## src/design/fdcrc_pkg.sv

```systemverilog
// Package for the frame deframer with CRC-16 check.
// Holds shared constants, controller/datapath command and status structs,
// and the byte-wise CRC-16/CCITT-FALSE update function. No dependencies.
package fdcrc_pkg;

  localparam int MAX_PAYLOAD_DEF = 32;

  localparam logic [15:0] CRC_INIT = 16'hFFFF;
  localparam logic [15:0] CRC_POLY = 16'h1021;

  localparam logic [7:0] SYNC_RESET  = 8'd126;
  localparam logic [5:0] LIMIT_RESET = 6'd32;

  // Configuration register indexes.
  localparam logic REG_SYNC  = 1'b0;
  localparam logic REG_LIMIT = 1'b1;

  // Input command codes.
  localparam logic CMD_DATA   = 1'b0;
  localparam logic CMD_RESYNC = 1'b1;

  typedef struct packed {
    logic resync;      // clear count and check capture
    logic crc_start;   // seed the CRC with the start byte
    logic len_load;    // take the length byte
    logic data_store;  // write a payload byte and fold it into the CRC
    logic chk_clear;   // prepare for the two check bytes
    logic crc_hi_load; // capture the high check byte
    logic chk_done;    // second check byte taken
    logic err_load;    // load a mismatch report into the output register
    logic emit_start;  // rewind the payload read pointer
    logic emit_run;    // stream payload bytes to the output
  } fdcrc_cmd_t;

  typedef struct packed {
    logic sync_hit;
    logic len_ok;
    logic last_data;
    logic crc_second;
    logic crc_match;
    logic out_busy;
    logic emit_done;
  } fdcrc_stat_t;

  function automatic logic [15:0] crc16_update(input logic [15:0] crc, input logic [7:0] b);
    logic [15:0] c;
    c = crc ^ {b, 8'h00};
    for (int k = 0; k < 8; k++) begin
      if (c[15]) begin
        c = {c[14:0], 1'b0} ^ CRC_POLY;
      end else begin
        c = {c[14:0], 1'b0};
      end
    end
    return c;
  endfunction

endpackage

```

## src/design/fdcrc_in_if.sv

```systemverilog
// Input channel of the frame deframer: valid/ready plus command and byte.
// Depends on nothing.
interface fdcrc_in_if;
  logic       valid;
  logic       ready;
  logic       cmd;
  logic [7:0] data_byte;

  modport source (output valid, cmd, data_byte, input ready);
  modport sink   (input valid, cmd, data_byte, output ready);
endinterface

```

## src/design/fdcrc_out_if.sv

```systemverilog
// Result channel of the frame deframer: valid/ready plus the result fields.
// Depends on nothing.
interface fdcrc_out_if;
  logic        valid;
  logic        ready;
  logic [7:0]  payload_byte;
  logic        frame_ok;
  logic        last;
  logic [5:0]  frame_length;
  logic [15:0] computed_crc;
  logic [15:0] received_check;

  modport source (output valid, payload_byte, frame_ok, last, frame_length,
                  computed_crc, received_check, input ready);
  modport sink   (input valid, payload_byte, frame_ok, last, frame_length,
                  computed_crc, received_check, output ready);
endinterface

```

## src/design/frame_deframer_crc16.sv

```systemverilog
// Top level of the length-prefixed frame deframer with CRC-16/CCITT-FALSE.
// Instantiates fdcrc_ctrl and fdcrc_dpath; uses fdcrc_pkg, fdcrc_in_if, fdcrc_out_if.
//
//   channel   dir   handshake      item contents
//   in_ch     in    valid/ready    cmd, data_byte
//   out_ch    out   valid/ready    payload_byte, frame_ok, last, frame_length,
//                                  computed_crc, received_check
//   cfg       in    cfg_we only    cfg_index, cfg_data (sync_byte, length_limit)
//
// While hunting or parsing a frame, one input item is taken every cycle; the
// CRC folds in one byte per cycle through an eight-step shift network.
// After a good frame's second check byte, input is held off while the payload
// memory drains at one item per cycle (its single registered read port sets
// this) whenever the result register is free, until the last byte is loaded.
// Result items wait in an output register; a stalled result holds input off
// only at the second check byte of a frame, until the register is free.
// Reset (rst, synchronous) restores the config defaults and returns to hunting.
module frame_deframer_crc16 #(
  parameter int MAX_PAYLOAD = fdcrc_pkg::MAX_PAYLOAD_DEF
) (
  input  logic              clk,
  input  logic              rst,
  fdcrc_in_if.sink          in_ch,
  fdcrc_out_if.source       out_ch,
  input  logic              cfg_we,
  input  logic              cfg_index,
  input  logic [7:0]        cfg_data
);

  // The controller sees only status from the datapath and sends commands back.
  fdcrc_pkg::fdcrc_cmd_t  cmd;
  fdcrc_pkg::fdcrc_stat_t stat;

  fdcrc_ctrl u_ctrl (
    .clk      (clk),
    .rst      (rst),
    .in_valid (in_ch.valid),
    .in_cmd   (in_ch.cmd),
    .in_ready (in_ch.ready),
    .stat     (stat),
    .cmd      (cmd)
  );

  // The datapath owns the config registers, CRC, payload memory and the
  // result register that drives the output channel.
  fdcrc_dpath #(
    .MAX_PAYLOAD (MAX_PAYLOAD)
  ) u_dpath (
    .clk                (clk),
    .rst                (rst),
    .cfg_we             (cfg_we),
    .cfg_index          (cfg_index),
    .cfg_data           (cfg_data),
    .data_byte          (in_ch.data_byte),
    .cmd                (cmd),
    .stat               (stat),
    .out_ready          (out_ch.ready),
    .out_valid          (out_ch.valid),
    .out_payload_byte   (out_ch.payload_byte),
    .out_frame_ok       (out_ch.frame_ok),
    .out_last           (out_ch.last),
    .out_frame_length   (out_ch.frame_length),
    .out_computed_crc   (out_ch.computed_crc),
    .out_received_check (out_ch.received_check)
  );

endmodule

```

## src/design/fdcrc_dpath.sv

```systemverilog
// Datapath of the frame deframer: config registers, CRC accumulator,
// payload memory with registered read, and the result register. Uses fdcrc_pkg.
module fdcrc_dpath #(
  parameter int MAX_PAYLOAD = fdcrc_pkg::MAX_PAYLOAD_DEF
) (
  input  logic                 clk,
  input  logic                 rst,
  input  logic                 cfg_we,
  input  logic                 cfg_index,
  input  logic [7:0]           cfg_data,
  input  logic [7:0]           data_byte,
  input  fdcrc_pkg::fdcrc_cmd_t  cmd,
  output fdcrc_pkg::fdcrc_stat_t stat,
  input  logic                 out_ready,
  output logic                 out_valid,
  output logic [7:0]           out_payload_byte,
  output logic                 out_frame_ok,
  output logic                 out_last,
  output logic [5:0]           out_frame_length,
  output logic [15:0]          out_computed_crc,
  output logic [15:0]          out_received_check
);

  localparam int AW = (MAX_PAYLOAD > 1) ? $clog2(MAX_PAYLOAD) : 1;
  localparam logic [6:0] MAX_LEN = 7'(MAX_PAYLOAD);

  logic [7:0]  sync_byte;
  logic [5:0]  length_limit;
  logic [5:0]  frame_len;
  logic [5:0]  byte_count;
  logic [15:0] crc_acc;
  logic [7:0]  crc_high;
  logic        crc_second;
  logic [15:0] rx_crc;

  logic [7:0]  mem [MAX_PAYLOAD];
  logic [5:0]  rd_idx;
  logic [7:0]  ram_q;
  logic        ram_q_last;
  logic        qv;

  logic [6:0]  lim;
  logic [5:0]  count_inc;
  logic [15:0] rx_word;
  logic        more;
  logic        out_take;
  logic        load_out;
  logic        issue;

  assign lim       = ({1'b0, length_limit} > MAX_LEN) ? MAX_LEN : {1'b0, length_limit};
  assign count_inc = byte_count + 6'd1;
  assign rx_word   = {crc_high, data_byte};
  assign more      = rd_idx < frame_len;
  assign out_take  = out_valid & out_ready;
  assign load_out  = qv & (~out_valid | out_take);
  assign issue     = cmd.emit_run & more & (~qv | load_out);

  always_comb begin
    stat.sync_hit   = data_byte == sync_byte;
    stat.len_ok     = (data_byte != 8'd0) && (data_byte <= {1'b0, lim});
    stat.last_data  = count_inc >= frame_len;
    stat.crc_second = crc_second;
    stat.crc_match  = rx_word == crc_acc;
    stat.out_busy   = out_valid;
    stat.emit_done  = ~more & ~qv;
  end

  always_ff @(posedge clk) begin
    if (rst) begin
      sync_byte    <= fdcrc_pkg::SYNC_RESET;
      length_limit <= fdcrc_pkg::LIMIT_RESET;
    end else if (cfg_we) begin
      unique case (cfg_index)
        fdcrc_pkg::REG_SYNC:  sync_byte    <= cfg_data;
        fdcrc_pkg::REG_LIMIT: length_limit <= cfg_data[5:0];
        default: ;
      endcase
    end
  end

  always_ff @(posedge clk) begin
    if (rst) begin
      frame_len  <= 6'd0;
      byte_count <= 6'd0;
      crc_acc    <= fdcrc_pkg::CRC_INIT;
      crc_high   <= 8'd0;
      crc_second <= 1'b0;
    end else begin
      if (cmd.crc_start) begin
        crc_acc <= fdcrc_pkg::crc16_update(fdcrc_pkg::CRC_INIT, data_byte);
      end
      if (cmd.len_load) begin
        frame_len  <= data_byte[5:0];
        byte_count <= 6'd0;
        crc_acc    <= fdcrc_pkg::crc16_update(crc_acc, data_byte);
      end
      if (cmd.data_store) begin
        crc_acc    <= fdcrc_pkg::crc16_update(crc_acc, data_byte);
        byte_count <= count_inc;
      end
      if (cmd.crc_hi_load) begin
        crc_high   <= data_byte;
        crc_second <= 1'b1;
      end
      if (cmd.chk_done) begin
        crc_second <= 1'b0;
      end
      if (cmd.chk_clear) begin
        crc_high   <= 8'd0;
        crc_second <= 1'b0;
      end
      if (cmd.resync) begin
        byte_count <= 6'd0;
        crc_high   <= 8'd0;
        crc_second <= 1'b0;
      end
    end
  end

  always_ff @(posedge clk) begin
    if (cmd.chk_done) begin
      rx_crc <= rx_word;
    end
  end

  // Payload store: one write port, one registered read port.
  always_ff @(posedge clk) begin
    if (cmd.data_store) begin
      mem[byte_count[AW-1:0]] <= data_byte;
    end
    if (issue) begin
      ram_q      <= mem[rd_idx[AW-1:0]];
      ram_q_last <= ({1'b0, rd_idx} + 7'd1) == {1'b0, frame_len};
    end
  end

  always_ff @(posedge clk) begin
    if (rst) begin
      rd_idx <= 6'd0;
      qv     <= 1'b0;
    end else begin
      if (cmd.emit_start) begin
        rd_idx <= 6'd0;
      end else if (issue) begin
        rd_idx <= rd_idx + 6'd1;
      end
      qv <= issue | (qv & ~load_out);
    end
  end

  // Result register.
  always_ff @(posedge clk) begin
    if (rst) begin
      out_valid <= 1'b0;
    end else if (load_out || cmd.err_load) begin
      out_valid <= 1'b1;
    end else if (out_take) begin
      out_valid <= 1'b0;
    end
  end

  always_ff @(posedge clk) begin
    if (cmd.err_load) begin
      out_payload_byte   <= 8'd0;
      out_frame_ok       <= 1'b0;
      out_last           <= 1'b1;
      out_frame_length   <= frame_len;
      out_computed_crc   <= crc_acc;
      out_received_check <= rx_word;
    end else if (load_out) begin
      out_payload_byte   <= ram_q;
      out_frame_ok       <= 1'b1;
      out_last           <= ram_q_last;
      out_frame_length   <= frame_len;
      out_computed_crc   <= crc_acc;
      out_received_check <= rx_crc;
    end
  end

endmodule

```

## src/design/fdcrc_ctrl.sv

```systemverilog
// Controller of the frame deframer: the parse state machine and input ready.
// Drives datapath commands from datapath status. Uses fdcrc_pkg.
module fdcrc_ctrl (
  input  logic                   clk,
  input  logic                   rst,
  input  logic                   in_valid,
  input  logic                   in_cmd,
  output logic                   in_ready,
  input  fdcrc_pkg::fdcrc_stat_t stat,
  output fdcrc_pkg::fdcrc_cmd_t  cmd
);

  localparam logic [2:0] ST_HUNT  = 3'd0;
  localparam logic [2:0] ST_LEN   = 3'd1;
  localparam logic [2:0] ST_DATA  = 3'd2;
  localparam logic [2:0] ST_CHECK = 3'd3;
  localparam logic [2:0] ST_EMIT  = 3'd4;

  logic [2:0] state;
  logic [2:0] state_next;
  logic       acc;

  // A mismatch report needs the result register free on the last check byte.
  assign in_ready = (state != ST_EMIT) &&
                    !((state == ST_CHECK) && stat.crc_second && stat.out_busy);
  assign acc = in_valid & in_ready;

  always_comb begin
    cmd        = '0;
    state_next = state;
    if (state == ST_EMIT) begin
      cmd.emit_run = 1'b1;
      if (stat.emit_done) begin
        state_next = ST_HUNT;
      end
    end else if (acc && (in_cmd == fdcrc_pkg::CMD_RESYNC)) begin
      cmd.resync = 1'b1;
      state_next = ST_HUNT;
    end else if (acc) begin
      unique case (state)
        ST_HUNT: begin
          if (stat.sync_hit) begin
            cmd.crc_start = 1'b1;
            state_next    = ST_LEN;
          end
        end
        ST_LEN: begin
          if (stat.len_ok) begin
            cmd.len_load = 1'b1;
            state_next   = ST_DATA;
          end else begin
            state_next = ST_HUNT;
          end
        end
        ST_DATA: begin
          cmd.data_store = 1'b1;
          if (stat.last_data) begin
            cmd.chk_clear = 1'b1;
            state_next    = ST_CHECK;
          end
        end
        ST_CHECK: begin
          if (!stat.crc_second) begin
            cmd.crc_hi_load = 1'b1;
          end else if (stat.crc_match) begin
            cmd.chk_done   = 1'b1;
            cmd.emit_start = 1'b1;
            state_next     = ST_EMIT;
          end else begin
            cmd.chk_done = 1'b1;
            cmd.err_load = 1'b1;
            state_next   = ST_HUNT;
          end
        end
        default: state_next = ST_HUNT;
      endcase
    end
  end

  always_ff @(posedge clk) begin
    if (rst) begin
      state <= ST_HUNT;
    end else begin
      state <= state_next;
    end
  end

endmodule

```

## src/flat_wrapper.sv

```systemverilog
// flat-port wrapper written by rule: the top's interface ports become plain ports
module frame_deframer_crc16_flat 
#(
  parameter int MAX_PAYLOAD = fdcrc_pkg::MAX_PAYLOAD_DEF
)
  (clk, rst, cfg_we, cfg_index, cfg_data, in_ch_valid, in_ch_cmd, in_ch_data_byte, in_ch_ready, out_ch_valid, out_ch_payload_byte, out_ch_frame_ok, out_ch_last, out_ch_frame_length, out_ch_computed_crc, out_ch_received_check, out_ch_ready);
  fdcrc_in_if in_ch_i ();
  fdcrc_out_if out_ch_i ();
  input  logic clk;
  input  logic rst;
  input  logic cfg_we;
  input  logic cfg_index;
  input  logic [7:0] cfg_data;
  input wire logic [$bits(in_ch_i.valid)-1:0] in_ch_valid;
  input wire logic [$bits(in_ch_i.cmd)-1:0] in_ch_cmd;
  input wire logic [$bits(in_ch_i.data_byte)-1:0] in_ch_data_byte;
  output wire logic [$bits(in_ch_i.ready)-1:0] in_ch_ready;
  output wire logic [$bits(out_ch_i.valid)-1:0] out_ch_valid;
  output wire logic [$bits(out_ch_i.payload_byte)-1:0] out_ch_payload_byte;
  output wire logic [$bits(out_ch_i.frame_ok)-1:0] out_ch_frame_ok;
  output wire logic [$bits(out_ch_i.last)-1:0] out_ch_last;
  output wire logic [$bits(out_ch_i.frame_length)-1:0] out_ch_frame_length;
  output wire logic [$bits(out_ch_i.computed_crc)-1:0] out_ch_computed_crc;
  output wire logic [$bits(out_ch_i.received_check)-1:0] out_ch_received_check;
  input wire logic [$bits(out_ch_i.ready)-1:0] out_ch_ready;
  assign in_ch_i.valid = in_ch_valid;
  assign in_ch_i.cmd = in_ch_cmd;
  assign in_ch_i.data_byte = in_ch_data_byte;
  assign in_ch_ready = in_ch_i.ready;
  assign out_ch_valid = out_ch_i.valid;
  assign out_ch_payload_byte = out_ch_i.payload_byte;
  assign out_ch_frame_ok = out_ch_i.frame_ok;
  assign out_ch_last = out_ch_i.last;
  assign out_ch_frame_length = out_ch_i.frame_length;
  assign out_ch_computed_crc = out_ch_i.computed_crc;
  assign out_ch_received_check = out_ch_i.received_check;
  assign out_ch_i.ready = out_ch_ready;
  frame_deframer_crc16 #(.MAX_PAYLOAD(MAX_PAYLOAD)) u_core (.clk(clk), .rst(rst), .in_ch(in_ch_i), .out_ch(out_ch_i), .cfg_we(cfg_we), .cfg_index(cfg_index), .cfg_data(cfg_data));
endmodule
```

## config.mk

```make
export PLATFORM = sky130hd
export DESIGN_NAME = frame_deframer_crc16_flat
export DESIGN_NICKNAME = d
export VERILOG_FILES = /design/src/design/fdcrc_pkg.sv /design/src/design/fdcrc_in_if.sv /design/src/design/fdcrc_out_if.sv /design/src/design/frame_deframer_crc16.sv /design/src/design/fdcrc_dpath.sv /design/src/design/fdcrc_ctrl.sv /design/src/flat_wrapper.sv
export SDC_FILE = /design/constraint.sdc
export NUM_CORES = 1
export LEC_CHECK = 0
export BUFFER_PORTS_ARGS = -buffer_cell sky130_fd_sc_hd__buf_2
export CORE_MARGIN = 5
export CORE_UTILIZATION = 60
export CTS_BUF_LIST = sky130_fd_sc_hd__clkbuf_2
export DETAILED_ROUTE_END_ITERATION = 10
export HOLD_SLACK_MARGIN = 0.03
export PLACE_DENSITY_LB_ADDON = 0.25
export SKIP_CTS_REPAIR_TIMING = 1
export SLEW_MARGIN = 0
export SYNTH_ARGS = -nofsm -noshare
export SYNTH_HDL_FRONTEND = slang
export SYNTH_SLANG_ARGS = --single-unit
```

## constraint.sdc

```tcl
create_clock -name clk -period 3.3 [get_ports clk]
set_input_delay 0.495 -clock clk [delete_from_list [all_inputs] [get_ports clk]]
set_output_delay 0.495 -clock clk [all_outputs]
set_load 0.02 [all_outputs]
```

; Word level (Yosys, flattened, before mapping)
; Memories as Yosys holds them, arrays and structs flattened. A register that Yosys moved wholly into a read port is not among the register bits.
; Cells that the tools add are included.
[word_totals]
register_bits = 127
ramBits = 256
input_bits = 23
wordCells = 207
mem_count = 1
[classes]
add_sub_neg = 3
n_lt_le_gt_ge = 4
n_eq_ne = 12
n_mux = 107
n_bitwise = 40
reduce_logical = 21
[memory_table]
columns = name, words, width, rd, rd_clocked_by_memory_dff, wr, line
row1 = u_core.u_dpath.mem, 32, 8, 1, 1, 1, fdcrc_dpath.sv:36  ; logic [7:0] mem [MAX_PAYLOAD];
[op_table]
columns = operator, count
row1 = $mux 16, 49
row2 = $mux 13, 23
row3 = $not 3->3, 23
row4 = $mux 6, 5
row5 = $mux 3, 9
row6 = $eq 16x16->1, 1
row7 = $mux 8, 2
row8 = $not 16->16, 1
row9 = $xor 16x16->16, 1
row10 = $mux 1, 14
row11 = $add 6x1->6 const B, 2
row12 = $pmux 3 s4, 1
row13 = $mux 9, 1
row14 = $eq 8x8->1, 1
row15 = $le 8x6->1, 1
row16 = $ne 4x3->1 const B, 2
row17 = $reduce_bool 8->1, 1
row18 = $add 6x1->7 const B, 1
row19 = $and 1x1->1, 7
row20 = $eq 7x6->1, 1
row21 = $eq 3x2->1 const B, 2
row22 = $ge 6x6->1, 1
row23 = $gt 6x6->1 const B, 1
row24 = $lt 6x6->1, 1
row25 = 20 further kinds, 36

; Logic depth before layout (Yosys ltp)
[logic_depth]
depth_word = 40
depth_mapped = 11

; Modules after synthesis
; A second synthesis with hierarchy kept.
[hier_totals]
hier_cells = 1029
area_unflattened_um2 = 16266.9
[by_module_without_submodules]
columns = module, instances, cells_each, area_per_inst_um2, seq_area_each_um2
row1 = fdcrc_dpath, 1, 987, 15960.3, 10960.5
row2 = fdcrc_ctrl, 1, 42, 306.5, 60.1

; Worst setup path before layout
; OpenSTA, ideal clock, no wires.
[synth_path]
path_type = reg2reg
from = register u_core.u_ctrl.state[2]
to = register u_core.u_dpath.out_computed_crc[0], enable pin
setup_time_ps = 396
t_arrival_ps = 2593
path_slack_ps = 311
stages_incl_launch_ff = 8
path_buffers = 1
synth_period_minus_slack_ps = 2989
path_cell_list = dfxtp_1 > and3b_1 > a31oi_4 > nand2_2 > nor4_4 > buf_4 > inv_2 > nand2_1
[synth_between]
elab_chain_cells = 10
word_cells_on_any_way = 14
[synth_lines]
columns = element, line
row1 = from (decl), fdcrc_ctrl.sv:19  ; logic [2:0] state;
row2 = from (signal assigned), fdcrc_ctrl.sv:84  ; state <= state_next;
row3 = $eq 3x2->1, fdcrc_ctrl.sv:25  ; !((state == ST_CHECK) && stat.crc_second && stat.out_busy);
row4 = $logic_and 1x1->1 (2 in a row), fdcrc_ctrl.sv:25
row5 = $logic_not 1->1, fdcrc_ctrl.sv:25
row6 = $logic_and 1x1->1 *, fdcrc_ctrl.sv:24  ; assign in_ready = (state != ST_EMIT) &&
row7 = named net in_ch_ready, flat_wrapper.sv:17  ; output wire logic [$bits(in_ch_i.ready)-1:0] in_ch_ready;
row8 = $and 1x1->1 *, fdcrc_ctrl.sv:26  ; assign acc = in_valid & in_ready;
row9 = $mux 8 or $logic_and 1x1->1 (tied branches), "fdcrc_ctrl.sv:39, fdcrc_ctrl.sv:36"
row10 = $mux 8 *, fdcrc_ctrl.sv:36  ; end else if (acc && (in_cmd == fdcrc_pkg::CMD_RESYNC)) begin
row11 = $mux 9 *, fdcrc_ctrl.sv:31  ; if (state == ST_EMIT) begin
row12 = $reduce_bool 2->1 (no source line) *, -
row13 = to (signal assigned), fdcrc_dpath.sv:168  ; out_computed_crc <= crc_acc;
row14 = to (signal assigned), fdcrc_dpath.sv:175  ; out_computed_crc <= crc_acc;
row15 = to (decl), fdcrc_dpath.sv:20  ; output logic [15:0] out_computed_crc,
; The timed path passes the listed nets; every way through them passes the cells marked *.
; A chain may end at the register's enable or synchronous reset.

; Worst setup path in the final report
[layout_path]
from = register u_core.u_dpath.byte_count[0]
to = register u_core.u_ctrl.state[0]
[layout_between]
elab_chain_cells = 4
[layout_lines]
columns = element, line
row1 = from (decl), fdcrc_dpath.sv:30  ; logic [5:0] byte_count;
row2 = from (signal assigned), fdcrc_dpath.sv:99  ; byte_count <= count_inc;
row3 = $add 6x1->6, fdcrc_dpath.sv:51  ; assign count_inc = byte_count + 6'd1;
row4 = $ge 6x6->1, fdcrc_dpath.sv:61  ; stat.last_data = count_inc >= frame_len;
row5 = $ne 4x3->1 (no source line), -
row6 = $reduce_and 5->1 (no source line), -
; Every way passes these cells.

==> impl_results.html <==
<table>
<tr><th>Metric</th><th>Value</th></tr>
<tr><th colspan="2">Min path</th></tr>
<tr><td>Hold path start</td><td>in_ch_data_byte[5]</td></tr>
<tr><td>Hold Path Sink</td><td>u_core.u_dpath.frame_len[5]</td></tr>
<tr><td>Worst Hold Depth</td><td>3</td></tr>
<tr><td>Classification of the worst-slack hold path</td><td>primary input to flip-flop</td></tr>
<tr><th colspan="2">Status</th></tr>
<tr><td>Run status</td><td>finished, final reports clean</td></tr>
<tr><th colspan="2">Setup path</th></tr>
<tr><td>R2R Path Start</td><td>u_core.u_dpath.byte_count[0]</td></tr>
<tr><td>Cell count of the worst reg-to-reg path</td><td>9</td></tr>
<tr><td>Minimum setup slack among reg-to-reg paths</td><td>0.51 ns</td></tr>
<tr><td>End of the worst register-to-register path</td><td>u_core.u_ctrl.state[0]</td></tr>
<tr><td>Nature of the critical path endpoint</td><td>flip-flop</td></tr>
<tr><td>Setup Crit Path Kind</td><td>flip-flop to flip-flop</td></tr>
<tr><td>Crit path max fanout</td><td>6</td></tr>
<tr><td>Arrival time reported for the critical path endpoint</td><td>~3.5 ns</td></tr>
<tr><td>Required time at the worst-slack endpoint</td><td>slightly above 4 ns</td></tr>
<tr><td>Nature of the critical path startpoint</td><td>flip-flop</td></tr>
<tr><th colspan="2">Final layout</th></tr>
<tr><td>Combined flip-flop and latch cell area</td><td>approximately 11000 um2</td></tr>
<tr><td>Final Cell Area</td><td>~18000 um2</td></tr>
<tr><td>Filler cells</td><td>1846</td></tr>
<tr><td>Area grow syn2layout</td><td>12.6%</td></tr>
<tr><td>Nets</td><td>approximately 1200</td></tr>
<tr><td>Share of cells above drive strength 1</td><td>0.302</td></tr>
<tr><td>Multi-input gate area in the final layout</td><td>between 4000 and 5000 um2</td></tr>
<tr><th colspan="2">Floorplan</th></tr>
<tr><td>Cell Rows</td><td>60</td></tr>
<tr><td>Total core area</td><td>about 27000 um2</td></tr>
<tr><td>X dimension of the die</td><td>175 um</td></tr>
<tr><td>Overall die area</td><td>30600 um2</td></tr>
<tr><td>Number of top-level design ports</td><td>between 70 and 80</td></tr>
<tr><td>Initial core utilization</td><td>0.607</td></tr>
<tr><td>Die height</td><td>175 um</td></tr>
<tr><th colspan="2">STA</th></tr>
<tr><td>Max transition margin</td><td>0.430</td></tr>
<tr><td>Peak clock frequency supported by timing</td><td>between 300 and 400 MHz</td></tr>
<tr><td>Final Max Slew Viols</td><td>0</td></tr>
<tr><td>Final hold viol count</td><td>0</td></tr>
<tr><td>Min Hold Slack</td><td>0.0788 ns</td></tr>
<tr><td>Min Clock Period, post-route</td><td>2.79 ns</td></tr>
<tr><td>Unrepaired setup endpoints after global routing</td><td>no</td></tr>
<tr><td>Final worst clock skew</td><td>0.0549 ns</td></tr>
<tr><td>Setup-failing EPs final</td><td>0</td></tr>
<tr><td>Period utilisation layout</td><td>0.844</td></tr>
<tr><td>Worst-Margin Slew</td><td>approximately 0.85 ns</td></tr>
<tr><td>Setup_tns</td><td>0 ns</td></tr>
<tr><td>Final critical-path setup slack</td><td>just over 0.5 ns</td></tr>
<tr><th colspan="2">Placed design</th></tr>
<tr><td>Setup slack at placement</td><td>0.439 ns</td></tr>
<tr><td>Detailed placer's ending HPWL</td><td>roughly 24000 um</td></tr>
<tr><td>Final RePlAce weighted congestion</td><td>0.871</td></tr>
<tr><td>Port-buffer cells</td><td>72</td></tr>
<tr><td>DP Area</td><td>~17000 um2</td></tr>
<tr><th colspan="2">Pwr</th></tr>
<tr><td>Internal power</td><td>6810 uW</td></tr>
<tr><td>Clock share of power</td><td>0.366</td></tr>
<tr><td>Total power after layout</td><td>about 8900 uW</td></tr>
<tr><td>Leakage power summed over all cells</td><td>between 0.006 and 0.007 uW</td></tr>
<tr><td>Sequential cell fraction of total power</td><td>0.602</td></tr>
<tr><td>Power density over the cells</td><td>~480 nW/um2</td></tr>
<tr><td>Proportion of total power due to net switching</td><td>0.233</td></tr>
<tr><td>Maximum VDD drop</td><td>between 0.0003 and 0.0004 V</td></tr>
<tr><td>Combinational Power Share</td><td>0.032</td></tr>
<tr><td>Net switching component of the power</td><td>just over 2000 uW</td></tr>
<tr><th colspan="2">Routing</th></tr>
<tr><td>DR vias</td><td>9478</td></tr>
<tr><td>Number of DRC violations after detailed routing</td><td>0</td></tr>
<tr><td>Drt total wl</td><td>between 30000 and 40000 um</td></tr>
<tr><td>Drt via density</td><td>5.87</td></tr>
<tr><td>Iteration-0 DRC count of the detailed router</td><td>between 700 and 800</td></tr>
<tr><td>First-pass iteration count of the detailed router</td><td>5</td></tr>
<tr><td>Detailed-route wire length per cell</td><td>22.3 um</td></tr>
<tr><td>Remaining antenna violation count after routing</td><td>0</td></tr>
<tr><th colspan="2">Global routing</th></tr>
<tr><td>Number of antenna violations at the first check in global routing</td><td>4</td></tr>
<tr><td>Vias in the first global route</td><td>approximately 9600</td></tr>
<tr><td>First-pass GRT wire length</td><td>~55000 um</td></tr>
<tr><td>All-Layer GR Usage</td><td>0.236</td></tr>
<tr><td>Total congestion overflow after global routing</td><td>0</td></tr>
<tr><td>Largest net degree at the start of global routing</td><td>46</td></tr>
<tr><th colspan="2">Yosys</th></tr>
<tr><td>Dominant cell type by area after synthesis</td><td>sky130_fd_sc_hd__edfxtp_1</td></tr>
<tr><td>Sequential element share of the synthesized area</td><td>0.676</td></tr>
<tr><td>Syn_area_per_cell</td><td>between 15 and 20 um2</td></tr>
<tr><td>Number of enable flip-flop cells after synthesis</td><td>roughly 320</td></tr>
<tr><td>Synth Warn #</td><td>0</td></tr>
<tr><td>Async SR Flop Fraction</td><td>0</td></tr>
<tr><td>Most common cell in the synthesized netlist</td><td>sky130_fd_sc_hd__edfxtp_1</td></tr>
<tr><td>Post-synth net total</td><td>1059</td></tr>
<tr><td>Area of the mapped netlist</td><td>approximately 16000 um2</td></tr>
<tr><td>Post-synthesis register bit count</td><td>between 300 and 400</td></tr>
<tr><td>Prevailing post-synth register cell</td><td>sky130_fd_sc_hd__edfxtp_1</td></tr>
<tr><td>Count of different cell masters after synthesis</td><td>59</td></tr>
<tr><td>Most frequent cells after synthesis</td><td>sky130_fd_sc_hd__edfxtp_1 (319), sky130_fd_sc_hd__mux4_2 (80), sky130_fd_sc_hd__nand2_1 (75)</td></tr>
<tr><td>Synth Instances</td><td>1013</td></tr>
<tr><td>Top-area cell type share of the netlist area</td><td>0.587</td></tr>
<tr><td>Leading post-synthesis cells by cell area</td><td>sky130_fd_sc_hd__edfxtp_1 (59%), sky130_fd_sc_hd__mux4_2 (11%), sky130_fd_sc_hd__dfxtp_1 (8.8%)</td></tr>
<tr><th colspan="2">Clock tree</th></tr>
<tr><td>Num CTS Buffers</td><td>94</td></tr>
<tr><td>H-tree depth</td><td>3</td></tr>
<tr><td>Clock insertion delay at the later pin of the skew report</td><td>between 0.8 and 0.9 ns</td></tr>
<tr><td>Root buffer selected by CTS</td><td>sky130_fd_sc_hd__clkbuf_2</td></tr>
<tr><td>Worst-path clk slew</td><td>~0.10 ns</td></tr>
<tr><td>CTS tree</td><td>yes</td></tr>
<tr><td>Maximum count of clock buffers along a single path</td><td>3</td></tr>
<tr><td>Clock tree sinks</td><td>between 300 and 400</td></tr>
<tr><th colspan="2">Job</th></tr>
<tr><td>Maxcap violations</td><td>0</td></tr>
</table>
-- logic make-up after synthesis --
| kind of cell | after synthesis | synth area share |
|---|---|---|
| DFF | 391 | 0.676 |
| and+or+nand+nor | 239 | 0.0708 |
| muxes | 125 | 0.140 |
| AOI/OAI and AO/OA | 89 | 0.0364 |
| buffers and inverters | 77 | 0.0225 |
| xor gates and xnor gates | 69 | 0.0370 |
| adders and majority gates | 23 | 0.0176 |
-- power by group through the flow --
stage               Combinational [uW]  Clock (uW)  Sequential (uW)
floorplan                          138           0             5460
finish                             286        3240             5340
global placement                   262           0             5450
detailed placement                 270           0             5450
CTS                                271        3330             5340
global route                       309        3620             5340
-- cells in the final DEF (no fill, tap or decap), drive strengths merged, types with 38 or more instances in the layout --
cell type,n
mux4,80
edfxtp,319
a21oi,38
nand2,77
buf,126
clkinv,38
nor2,64
dfxtp,72
xnor2,47
clkbuf,129
-- cell type report --
class | instances | share of cell area
well taps | 341 | 0.0232
flip-flops and latches | 391 | 0.600
inverters | 21 | 0.00429
clock buffers | 129 | 0.0351
multi-input cells | 545 | 0.269
repair buffers | 141 | 0.0526
clock inverters | 43 | 0.0151
diodes | 3 | 0.000409
-- worst max-delay path by stage --
stage | from | endpoint | slack, ns | depth (start not counted)
6_report | u_core.u_dpath.byte_count[0] | u_core.u_ctrl.state[0] | 0.51 | 9
5_1_grt | u_core.u_dpath.byte_count[0] | u_core.u_ctrl.state[0] | 0.38 | 9
4_1_cts | u_core.u_dpath.byte_count[0] | u_core.u_ctrl.state[0] | 0.50 | 9
3_5_place_dp | in_ch_data_byte[5] | u_core.u_dpath.crc_acc[5] | 0.44 | 8
3_3_place_gp | in_ch_data_byte[5] | u_core.u_dpath.crc_acc[5] | 0.55 | 8
2_1_floorplan | u_core.u_ctrl.state[2] | u_core.u_dpath.out_computed_crc[0] | 0.31 | 7
-- critical path, cell delays in order, from the launching register on --
cell	delay, ns
sky130_fd_sc_hd__dfxtp_1	0.45
sky130_fd_sc_hd__ha_1	0.29
sky130_fd_sc_hd__nand3_1	0.12
sky130_fd_sc_hd__xnor2_1	0.29
sky130_fd_sc_hd__ha_1	0.29
sky130_fd_sc_hd__nand4_1	0.08
sky130_fd_sc_hd__o221ai_1	0.17
sky130_fd_sc_hd__o311a_1	0.33
sky130_fd_sc_hd__o22ai_1	0.31
sky130_fd_sc_hd__mux2_2	0.38
-- state kept, by name, indices dropped and copies added, names as in the netlist, 3 cells and up --
register,count
u_core.u_dpath.mem,256
u_core.u_dpath.crc_acc,16
u_core.u_dpath.out_computed_crc,16
u_core.u_dpath.out_received_check,16
u_core.u_dpath.rx_crc,16
u_core.u_dpath.crc_high,8
u_core.u_dpath.out_payload_byte,8
u_core.u_dpath.ram_q,8
u_core.u_dpath.sync_byte,8
u_core.u_dpath.byte_count,6
u_core.u_dpath.frame_len,6
u_core.u_dpath.length_limit,6
u_core.u_dpath.out_frame_length,6
u_core.u_dpath.rd_idx,6
u_core.u_ctrl.state,3
-- routing by layer --
metal,up-vias,part of all wire,track usage
li1,4330,-,-
met1,4667,0.43,0.339
met2,415,0.47,0.363
met3,64,0.085,0.0591
met4,2,0.022,0.0736
met5,-,0.00036,0
-- metrics by stage --
stage / instances / util
6_report: 1614 / 0.684
5_1_grt: 1612 / 0.683
4_1_cts: 1596 / 0.678
3_5_place_dp: 1424 / 0.643
3_3_place_gp: 1424 / 0.643
2_1_floorplan: 1013 / -
Power figures use the tool's default switching activity.
